`src/sv/ep2c_pkg.sv`:
```
`timescale 1ns / 1ps

package ep2c_pkg;

    // Width of the shared compare/subtract unit: a shifted partial
    // remainder of the day division stays below 2 * 86400.
    localparam int UNIT_W = 18;

    localparam logic [UNIT_W-1:0] SEC_PER_DAY  = 18'd86400;
    localparam logic [UNIT_W-1:0] SEC_PER_MIN  = 18'd60;
    localparam logic [UNIT_W-1:0] MIN_PER_HOUR = 18'd60;
    localparam logic [UNIT_W-1:0] DAYS_PER_WK  = 18'd7;
    localparam logic [16:0]       EPOCH_WDAY   = 17'd3;
    localparam logic [11:0]       EPOCH_YEAR   = 12'd1970;

    // Last step index of each long division; the division runs one more step
    localparam logic [4:0] DAY_DIV_STEPS  = 5'd31;
    localparam logic [4:0] MIN_DIV_STEPS  = 5'd16;
    localparam logic [4:0] HOUR_DIV_STEPS = 5'd10;
    localparam logic [4:0] WDAY_DIV_STEPS = 5'd16;

    // One calendar breakdown
    typedef struct packed {
        logic [7:0]  year_offset;
        logic [3:0]  month;
        logic [4:0]  day_of_month;
        logic [2:0]  weekday;
        logic [10:0] minute_of_day;
        logic [4:0]  hour;
        logic [5:0]  minute;
        logic [5:0]  second;
    } t_cal_rec;

    // Gregorian leap rule; exact for years 1970 through 2225, where the
    // only century years are 2000 (leap), 2100 and 2200 (common).
    function automatic logic is_leap(input logic [7:0] yoff);
        logic [11:0] y;
        y = EPOCH_YEAR + {4'b0000, yoff};
        return (y[1:0] == 2'b00) && (y != 12'd2100) && (y != 12'd2200);
    endfunction

    function automatic logic [8:0] year_len(input logic [7:0] yoff);
        return is_leap(yoff) ? 9'd366 : 9'd365;
    endfunction

    function automatic logic [4:0] month_len(input logic [3:0] mon, input logic leap);
        logic [4:0] len;
        case (mon)
            4'd0:    len = 5'd31;
            4'd1:    len = leap ? 5'd29 : 5'd28;
            4'd2:    len = 5'd31;
            4'd3:    len = 5'd30;
            4'd4:    len = 5'd31;
            4'd5:    len = 5'd30;
            4'd6:    len = 5'd31;
            4'd7:    len = 5'd31;
            4'd8:    len = 5'd30;
            4'd9:    len = 5'd31;
            4'd10:   len = 5'd30;
            4'd11:   len = 5'd31;
            default: len = 5'd31;
        endcase
        return len;
    endfunction

endpackage

```
`src/sv/ep2c_cmpsub.sv`:
```
`timescale 1ns / 1ps

module ep2c_cmpsub (
    input  logic [ep2c_pkg::UNIT_W-1:0] i_a,
    input  logic [ep2c_pkg::UNIT_W-1:0] i_b,
    output logic                        o_ge,
    output logic [ep2c_pkg::UNIT_W-1:0] o_diff
);

    logic [ep2c_pkg::UNIT_W:0] w_sub;

    // Subtract with borrow out; no borrow means a >= b
    assign w_sub  = {1'b0, i_a} - {1'b0, i_b};
    assign o_ge   = ~w_sub[ep2c_pkg::UNIT_W];
    assign o_diff = w_sub[ep2c_pkg::UNIT_W-1:0];

endmodule

```
`src/sv/ep2c_core.sv`:
```
`timescale 1ns / 1ps

module ep2c_core (
    input  logic                i_clk,
    input  logic                i_rst_n,
    input  logic                i_start,
    input  logic [31:0]         i_secs,
    input  logic                i_take,
    output logic                o_idle,
    output logic                o_done,
    output ep2c_pkg::t_cal_rec  o_rec
);

    typedef enum logic [7:0] {
        S_IDLE    = 8'b0000_0001,
        S_DIV_DAY = 8'b0000_0010,
        S_DIV_MIN = 8'b0000_0100,
        S_DIV_HR  = 8'b0000_1000,
        S_DIV_WK  = 8'b0001_0000,
        S_YEAR    = 8'b0010_0000,
        S_MONTH   = 8'b0100_0000,
        S_DONE    = 8'b1000_0000
    } t_state;

    t_state r_state, n_state;

    logic [31:0] r_dvd,  n_dvd;
    logic [16:0] r_rem,  n_rem;
    logic [4:0]  r_cnt,  n_cnt;
    logic [15:0] r_days, n_days;
    logic [7:0]  r_yoff, n_yoff;
    logic [3:0]  r_mon,  n_mon;
    logic [5:0]  r_sec,  n_sec;
    logic [5:0]  r_min,  n_min;
    logic [4:0]  r_hour, n_hour;
    logic [10:0] r_mod,  n_mod;
    logic [2:0]  r_wday, n_wday;

    logic [ep2c_pkg::UNIT_W-1:0] w_a, w_b, w_diff;
    logic                        w_ge;
    logic [31:0]                 w_q_next;
    logic [16:0]                 w_rem_next;
    logic                        w_div;

    ep2c_cmpsub u_cmpsub (
        .i_a    (w_a),
        .i_b    (w_b),
        .o_ge   (w_ge),
        .o_diff (w_diff)
    );

    // Select the shared unit operands for the current step
    always_comb begin
        w_div = 1'b1;
        w_b   = ep2c_pkg::SEC_PER_DAY;
        case (r_state)
            S_DIV_DAY: w_b = ep2c_pkg::SEC_PER_DAY;
            S_DIV_MIN: w_b = ep2c_pkg::SEC_PER_MIN;
            S_DIV_HR:  w_b = ep2c_pkg::MIN_PER_HOUR;
            S_DIV_WK:  w_b = ep2c_pkg::DAYS_PER_WK;
            S_YEAR: begin
                w_div = 1'b0;
                w_b   = {9'd0, ep2c_pkg::year_len(r_yoff)};
            end
            S_MONTH: begin
                w_div = 1'b0;
                w_b   = {13'd0, ep2c_pkg::month_len(r_mon, ep2c_pkg::is_leap(r_yoff))};
            end
            default: w_b = ep2c_pkg::SEC_PER_DAY;
        endcase
        w_a = w_div ? {r_rem, r_dvd[31]} : {2'b00, r_days};
    end

    // Restoring long division step: quotient bits shift in at the bottom
    assign w_q_next   = {r_dvd[30:0], w_ge};
    assign w_rem_next = w_ge ? w_diff[16:0] : w_a[16:0];

    // Sequencer
    always_comb begin
        n_state = r_state;
        n_dvd   = r_dvd;
        n_rem   = r_rem;
        n_cnt   = r_cnt;
        n_days  = r_days;
        n_yoff  = r_yoff;
        n_mon   = r_mon;
        n_sec   = r_sec;
        n_min   = r_min;
        n_hour  = r_hour;
        n_mod   = r_mod;
        n_wday  = r_wday;
        case (r_state)
            S_IDLE: begin
                if (i_start) begin
                    n_dvd   = i_secs;
                    n_rem   = '0;
                    n_cnt   = ep2c_pkg::DAY_DIV_STEPS;
                    n_state = S_DIV_DAY;
                end
            end
            S_DIV_DAY: begin
                n_dvd = w_q_next;
                n_rem = w_rem_next;
                n_cnt = r_cnt - 5'd1;
                if (r_cnt == '0) begin
                    // days and second of day; start second-of-day / 60
                    n_days  = w_q_next[15:0];
                    n_dvd   = {w_rem_next, 15'd0};
                    n_rem   = '0;
                    n_cnt   = ep2c_pkg::MIN_DIV_STEPS;
                    n_state = S_DIV_MIN;
                end
            end
            S_DIV_MIN: begin
                n_dvd = w_q_next;
                n_rem = w_rem_next;
                n_cnt = r_cnt - 5'd1;
                if (r_cnt == '0) begin
                    n_sec   = w_rem_next[5:0];
                    n_mod   = w_q_next[10:0];
                    n_dvd   = {w_q_next[10:0], 21'd0};
                    n_rem   = '0;
                    n_cnt   = ep2c_pkg::HOUR_DIV_STEPS;
                    n_state = S_DIV_HR;
                end
            end
            S_DIV_HR: begin
                n_dvd = w_q_next;
                n_rem = w_rem_next;
                n_cnt = r_cnt - 5'd1;
                if (r_cnt == '0) begin
                    n_hour  = w_q_next[4:0];
                    n_min   = w_rem_next[5:0];
                    n_dvd   = {({1'b0, r_days} + ep2c_pkg::EPOCH_WDAY), 15'd0};
                    n_rem   = '0;
                    n_cnt   = ep2c_pkg::WDAY_DIV_STEPS;
                    n_state = S_DIV_WK;
                end
            end
            S_DIV_WK: begin
                n_dvd = w_q_next;
                n_rem = w_rem_next;
                n_cnt = r_cnt - 5'd1;
                if (r_cnt == '0) begin
                    n_wday  = w_rem_next[2:0] + 3'd1;
                    n_yoff  = '0;
                    n_state = S_YEAR;
                end
            end
            S_YEAR: begin
                // Drop whole years while the day count covers one
                if (w_ge) begin
                    n_days = w_diff[15:0];
                    n_yoff = r_yoff + 8'd1;
                end else begin
                    n_mon   = '0;
                    n_state = S_MONTH;
                end
            end
            S_MONTH: begin
                if (w_ge) begin
                    n_days = w_diff[15:0];
                    n_mon  = r_mon + 4'd1;
                end else begin
                    n_state = S_DONE;
                end
            end
            S_DONE: begin
                // Hold the result until the output register takes it
                if (i_take) begin
                    n_state = S_IDLE;
                end
            end
            default: n_state = S_IDLE;
        endcase
    end

    always_ff @(posedge i_clk) begin
        if (!i_rst_n) begin
            r_state <= S_IDLE;
        end else begin
            r_state <= n_state;
        end
    end

    always_ff @(posedge i_clk) begin
        r_dvd  <= n_dvd;
        r_rem  <= n_rem;
        r_cnt  <= n_cnt;
        r_days <= n_days;
        r_yoff <= n_yoff;
        r_mon  <= n_mon;
        r_sec  <= n_sec;
        r_min  <= n_min;
        r_hour <= n_hour;
        r_mod  <= n_mod;
        r_wday <= n_wday;
    end

    assign o_idle = (r_state == S_IDLE);
    assign o_done = (r_state == S_DONE);

    always_comb begin
        o_rec.second        = r_sec;
        o_rec.minute        = r_min;
        o_rec.hour          = r_hour;
        o_rec.minute_of_day = r_mod;
        o_rec.weekday       = r_wday;
        o_rec.day_of_month  = r_days[4:0] + 5'd1;
        o_rec.month         = r_mon + 4'd1;
        o_rec.year_offset   = r_yoff;
    end

endmodule

```
`src/sv/epoch_seconds_to_calendar.sv`:
```
`timescale 1ns / 1ps
// From input transfer to result valid: 77 long division steps on the shared
// subtractor, then one step per whole year of the year offset (0..136) and per
// month of the zero-based month (0..11), each run closed by one more compare step.
// One item at a time: the shared subtractor is busy until the result is taken.
// Reset: synchronous, active low; clears the sequencer and the output valid.
module epoch_seconds_to_calendar (
    input  logic        i_clk,
    input  logic        i_rst_n,
    input  logic        i_s_tvalid,
    output logic        o_s_tready,
    input  logic [31:0] i_s_tdata,   // [31:0] epoch_seconds
    output logic        o_m_tvalid,
    input  logic        i_m_tready,
    output logic [47:0] o_m_tdata    // [5:0] second, [11:6] minute, [16:12] hour,
                                     // [27:17] minute_of_day, [30:28] weekday,
                                     // [35:31] day_of_month, [39:36] month,
                                     // [47:40] year_offset
);

    logic               w_idle;
    logic               w_done;
    logic               w_take;
    ep2c_pkg::t_cal_rec w_rec;
    logic               r_m_valid;
    logic [47:0]        r_m_data;

    assign w_take = ~r_m_valid | i_m_tready;

    ep2c_core u_core (
        .i_clk   (i_clk),
        .i_rst_n (i_rst_n),
        .i_start (i_s_tvalid & w_idle),
        .i_secs  (i_s_tdata),
        .i_take  (w_take),
        .o_idle  (w_idle),
        .o_done  (w_done),
        .o_rec   (w_rec)
    );

    assign o_s_tready = w_idle;

    // Load the output register when it is free or being emptied, drop valid after the transfer
    always_ff @(posedge i_clk) begin
        if (!i_rst_n) begin
            r_m_valid <= 1'b0;
        end else if (w_done && w_take) begin
            r_m_valid <= 1'b1;
        end else if (i_m_tready) begin
            r_m_valid <= 1'b0;
        end
    end

    always_ff @(posedge i_clk) begin
        if (w_done && w_take) begin
            r_m_data <= {w_rec.year_offset, w_rec.month, w_rec.day_of_month,
                         w_rec.weekday, w_rec.minute_of_day, w_rec.hour,
                         w_rec.minute, w_rec.second};
        end
    end

    assign o_m_tvalid = r_m_valid;
    assign o_m_tdata  = r_m_data;

endmodule
```
`config.mk`:
```
export PLATFORM = sky130hd
export DESIGN_NAME = epoch_seconds_to_calendar
export DESIGN_NICKNAME = d
export VERILOG_FILES = /design/src/sv/ep2c_pkg.sv /design/src/sv/ep2c_cmpsub.sv /design/src/sv/ep2c_core.sv /design/src/sv/epoch_seconds_to_calendar.sv
export SDC_FILE = /design/constraint.sdc
export NUM_CORES = 1
export LEC_CHECK = 0
export BUFFER_PORTS_ARGS = -buffer_cell sky130_fd_sc_hd__buf_2
export CORE_AREA = 2 2 113 170
export DETAILED_ROUTE_END_ITERATION = 16
export DIE_AREA = 0 0 115 172
export PLACE_DENSITY = 0.69
export SYNTH_ARGS = -nofsm -noshare
export SYNTH_HDL_FRONTEND = slang
export SYNTH_SLANG_ARGS = --single-unit
```
`constraint.sdc`:
```
create_clock -name i_clk -period 5.2 [get_ports i_clk]
set_input_delay 1.04 -clock i_clk [delete_from_list [all_inputs] [get_ports i_clk]]
set_output_delay 1.04 -clock i_clk [all_outputs]
set_load 0.02 [all_outputs]
```
==> reports/results.txt <==
The total setup violations reported at the end of the flow is 0. The later pin in the worst-skew pair is clocked with a latency of 0.44 ns. The number of antenna violations at the first check in global routing was 0; the total of cells resized after clock tree synthesis was 0. The sequential share of power is 0.419, and the number of diodes is 0.

The worst min-delay path category is reg -> reg. On the final layout, the worst clock skew is 0.01365 ns. The routed design has 22190 um of wire.

The final hold violation count is 0, and the synthesized netlist net count is 809. The number of flip-flops and latches in the synthesized netlist works out to 170. TritonCTS built the clock tree. Entering global routing, the biggest net connects 49 pins. Data on the critical path arrives at its endpoint at 4.93 ns. Number of hold buffers added after cts: 0. In the final routed layout, each cell accounts on average for 20.68 um. The type of element capturing the critical path is a register. Internal power comes to 0.003114 W. The run finished with clean final reports. Routability-driven placement finished with a final weighted congestion of 0.9306. Summing all flip-flop and latch instances after layout gives 0.005015 mm^2. The buffer cell driving the clock tree root was sky130_fd_sc_hd__clkbuf_16.

The run gives 75 as the number of distinct standard cells referenced by the synthesized netlist. In the detailed route, the total length drawn on met2 is 11290 um. The first global-routing pass estimated 34500 um of wire. From synthesis to final layout, the design area changed by 15.43%.

The highest layer touched by signal routing is met4. Across all layers, the routed design uses 6523 vias. The die is 172 um tall. In this run the power density over the cells is 495.6 mW/mm^2. The setup path with the least slack is of type reg -> reg. At the pin with the least slew margin, the transition time is 1.043 ns. Summing all multi-input logic gate instances after layout gives 0.003416 mm^2. Input and output buffers added on the ports amount to 85. Clock tree synthesis found a total of 170 sinks.

The number of max-capacitance violations reported came out at 0. In the synthesized netlist the dominant register cell turns out to be sky130_fd_sc_hd__edfxtp_1. Summing every instance area after synthesis gives 0.008667 mm^2.

The H-tree generated during clock tree synthesis spans 4 levels. The total core area was 0.01832 mm^2; the die boundary width was 115 um. The post-route clock period utilization is 0.9317, and the number of flops mapped to enable cells by yosys is 161. After the last flow step, the layout net total stands at 900.

The Yosys step of the flow raised 0 warnings. The worst slew margin relative to its limit was 0.3040. Based on the critical path, the design can be clocked at up to 0.2064 GHz.

After clock tree synthesis, the setup repair step added 0 buffers. Summed over all nets, wire length on met3 after detailed routing comes to 1360 um. The data required time of the critical path was 5.29 ns. The fraction of final layout cells with drive strength greater than 1 is 0.1887, and the initial detailed-routing violation count is 747. Setup total negative slack on the finished layout was measured at 0 ns. Along the worst path, the maximum fanout reaches 15.

The average instance in the mapped netlist occupies 11.57 um^2. The net switching fraction of the power was 0.3720; the worst ir drop on vdd was 302.4 uV. For the number of clock buffers inserted by TritonCTS, the log shows 17. Setup repair after global routing left no endpoint under its margin. The tools report the final number of max-transition violations as 0.

The logs give 0.332 for the proportion of power drawn by combinational gates and 8703 um for the detailed-route wire length on metal 1. OpenSTA, run right after detailed placement, puts the worst setup slack at 0.4243 ns. The portion of total power attributed to the clock network was 0.249; the die footprint was 0.01978 mm^2. After detailed routing, the number of remaining DRC violations is 0. Once routing completed, OpenROAD measured the worst setup slack at 0.3550 ns.

For this design the static power due to leakage is 3.771 nW. The tools report the share of synthesized area occupied by flip-flops and latches as 0.5786. The clock passes through at most 2 buffers. Summed over all nets, the switching power comes to 0.001844 W. The share of synthesized flip-flops with an asynchronous set or reset was 0.

Using the TritonRoute via totals, the vias-per-cell ratio works out to 6.079. Clock-pin slew was measured on the worst setup and hold paths at 0.08 ns. The tools report the number of global-route vias before repair as 6332. Overall overflow remaining after global route: 0.

The run gives 0.4732 as the effective utilization at floorplan. Launching element type of the critical path: a register. For the count of pins on the block boundary, the log shows 86.

The floorplan has 61 rows. The first TritonRoute pass finished after 5 iterations. The number of nets with antenna violations after routing came out at 0. The overall global routing resource usage is 0.2300, and the minimum period implied by the final worst setup slack is 4.845 ns.

Once detailed placement completed, the half-perimeter wirelength came to 15770 um. The completed layout was analyzed and its total power is 0.004958 W. The cell count after synthesis was 749. The layout has 1581 filler cells.
[routing by layer]
| layer | vias up | GRT usage |
|---|---|---|
| met2 | 306 | 0.4026 |
| li1 | 3011 | - |
| met5 | - | 0 |
| met3 | 63 | 0.03610 |
| met4 | 0 | 0.1048 |
| met1 | 3143 | 0.2770 |
[through the flow]
step,area (um^2),instances,hold WS (ns),util
6_report,10000,1073,0.4191,0.5462
3_5_place_dp,9428,1041,0.4052,0.5147
3_3_place_gp,9428,1041,0.4012,0.5147
4_1_cts,10000,1073,0.4211,0.5462
2_1_floorplan,8667,749,0.4003,-
5_1_grt,10000,1073,0.4284,0.5462
[synth_stat cells (9+ instances only)]
library cell,number,share of area
sky130_fd_sc_hd__edfxtp_1,161,0.56
sky130_fd_sc_hd__nand2_1,77,0.033
sky130_fd_sc_hd__nor2_1,66,0.029
sky130_fd_sc_hd__o21ai_0,36,0.021
sky130_fd_sc_hd__xnor2_1,33,0.033
sky130_fd_sc_hd__inv_1,32,0.014
sky130_fd_sc_hd__a21oi_1,30,0.017
sky130_fd_sc_hd__clkbuf_1,25,0.011
sky130_fd_sc_hd__ha_1,23,0.033
sky130_fd_sc_hd__nand3_1,18,0.010
sky130_fd_sc_hd__a22o_1,15,0.015
sky130_fd_sc_hd__mux2i_1,13,0.015
sky130_fd_sc_hd__nand4_1,13,0.0094
sky130_fd_sc_hd__xor2_1,12,0.012
sky130_fd_sc_hd__a31oi_1,9,0.0065
sky130_fd_sc_hd__dfxtp_1,9,0.021
sky130_fd_sc_hd__o211ai_1,9,0.0078
sky130_fd_sc_hd__or3_1,9,0.0065
[power groups by stage]
stage	clock (W)	combinational, W	sequential [W]
floorplan	0	0.00116	0.00203
global placement	0	0.00159	0.00210
detailed placement	0	0.00161	0.00210
CTS	0.00125	0.00163	0.00207
global route	0.00130	0.00180	0.00209
finish	0.00123	0.00165	0.00208
[placed cells by master (no fill, tap or decap), drive strengths merged, types with 12 or more instances in the layout]
| cell type | count |
|---|---|
| a21oi | 30 |
| inv | 40 |
| buf | 108 |
| nor2 | 66 |
| o21ai | 41 |
| a22o | 15 |
| clkbuf | 17 |
| edfxtp | 161 |
| xnor2 | 33 |
| ha | 23 |
| xor2 | 12 |
| mux2i | 13 |
| nand4 | 13 |
| nand3 | 18 |
| nand2 | 77 |
[worst paths after layout]
path | start | endpoint | slack, ns | depth (start not counted)
worst max-delay path | u_core.r_yoff[1] | u_core.r_mon[2] | 0.35 | 17
worst min-delay path | u_core.r_min[5] | o_m_tdata[11] | 0.42 | 0
worst max register to register | u_core.r_yoff[1] | u_core.r_mon[2] | 0.35 | 17
worst min register to register | u_core.r_min[5] | o_m_tdata[11] | 0.42 | 0
[cells by family after synthesis]
family	synth area share
simple gates	0.1468
xor+xnor	0.04547
flops	0.5786
compound gates	0.1387
buf+inv	0.03162
fa+ha+maj	0.03551
mux	0.02324
[critical path: stages, from the launching register on]
cell                       delay (ns)
sky130_fd_sc_hd__edfxtp_1        0.43
sky130_fd_sc_hd__ha_1            0.30
sky130_fd_sc_hd__inv_1           0.11
sky130_fd_sc_hd__nor3_1          0.19
sky130_fd_sc_hd__a31oi_1         0.07
sky130_fd_sc_hd__o41ai_1         0.31
sky130_fd_sc_hd__a31oi_1         0.13
sky130_fd_sc_hd__nor4b_1         0.27
sky130_fd_sc_hd__o221ai_1        0.16
sky130_fd_sc_hd__ha_1            0.23
sky130_fd_sc_hd__fa_1            0.40
sky130_fd_sc_hd__nand2b_1        0.20
sky130_fd_sc_hd__a21oi_1         0.22
sky130_fd_sc_hd__o21a_1          0.21
sky130_fd_sc_hd__o211a_2         0.30
sky130_fd_sc_hd__nor3_4          0.09
sky130_fd_sc_hd__inv_2           0.37
sky130_fd_sc_hd__mux2i_1         0.50
[final cells by class]
| class | instances | area share |
|---|---|---|
| repair buffers | 108 | 0.05978 |
| well taps | 220 | 0.02751 |
| inverters | 33 | 0.01238 |
| multi-input cells | 510 | 0.3414 |
| clock buffers | 17 | 0.04252 |
| clock inverters | 15 | 0.01513 |
| flip-flops and latches | 170 | 0.5013 |
[sequential cells by signal, indices dropped and copies added, names as in the netlist]
| signal | cells |
|---|---|
| u_core.r_yoff | 8 |
| o_m_tdata | 48 |
| u_core.r_hour | 5 |
| u_core.r_rem | 17 |
| u_core.r_mod | 11 |
| u_core.r_cnt | 5 |
| u_core.r_dvd | 32 |
| u_core.r_days | 16 |
| u_core.r_sec | 6 |
| u_core.r_min | 6 |
| o_m_tvalid | 1 |
| u_core.r_state | 8 |
| u_core.r_wday | 3 |
| u_core.r_mon | 4 |
Note: power is estimated with default switching activity, not from simulation.
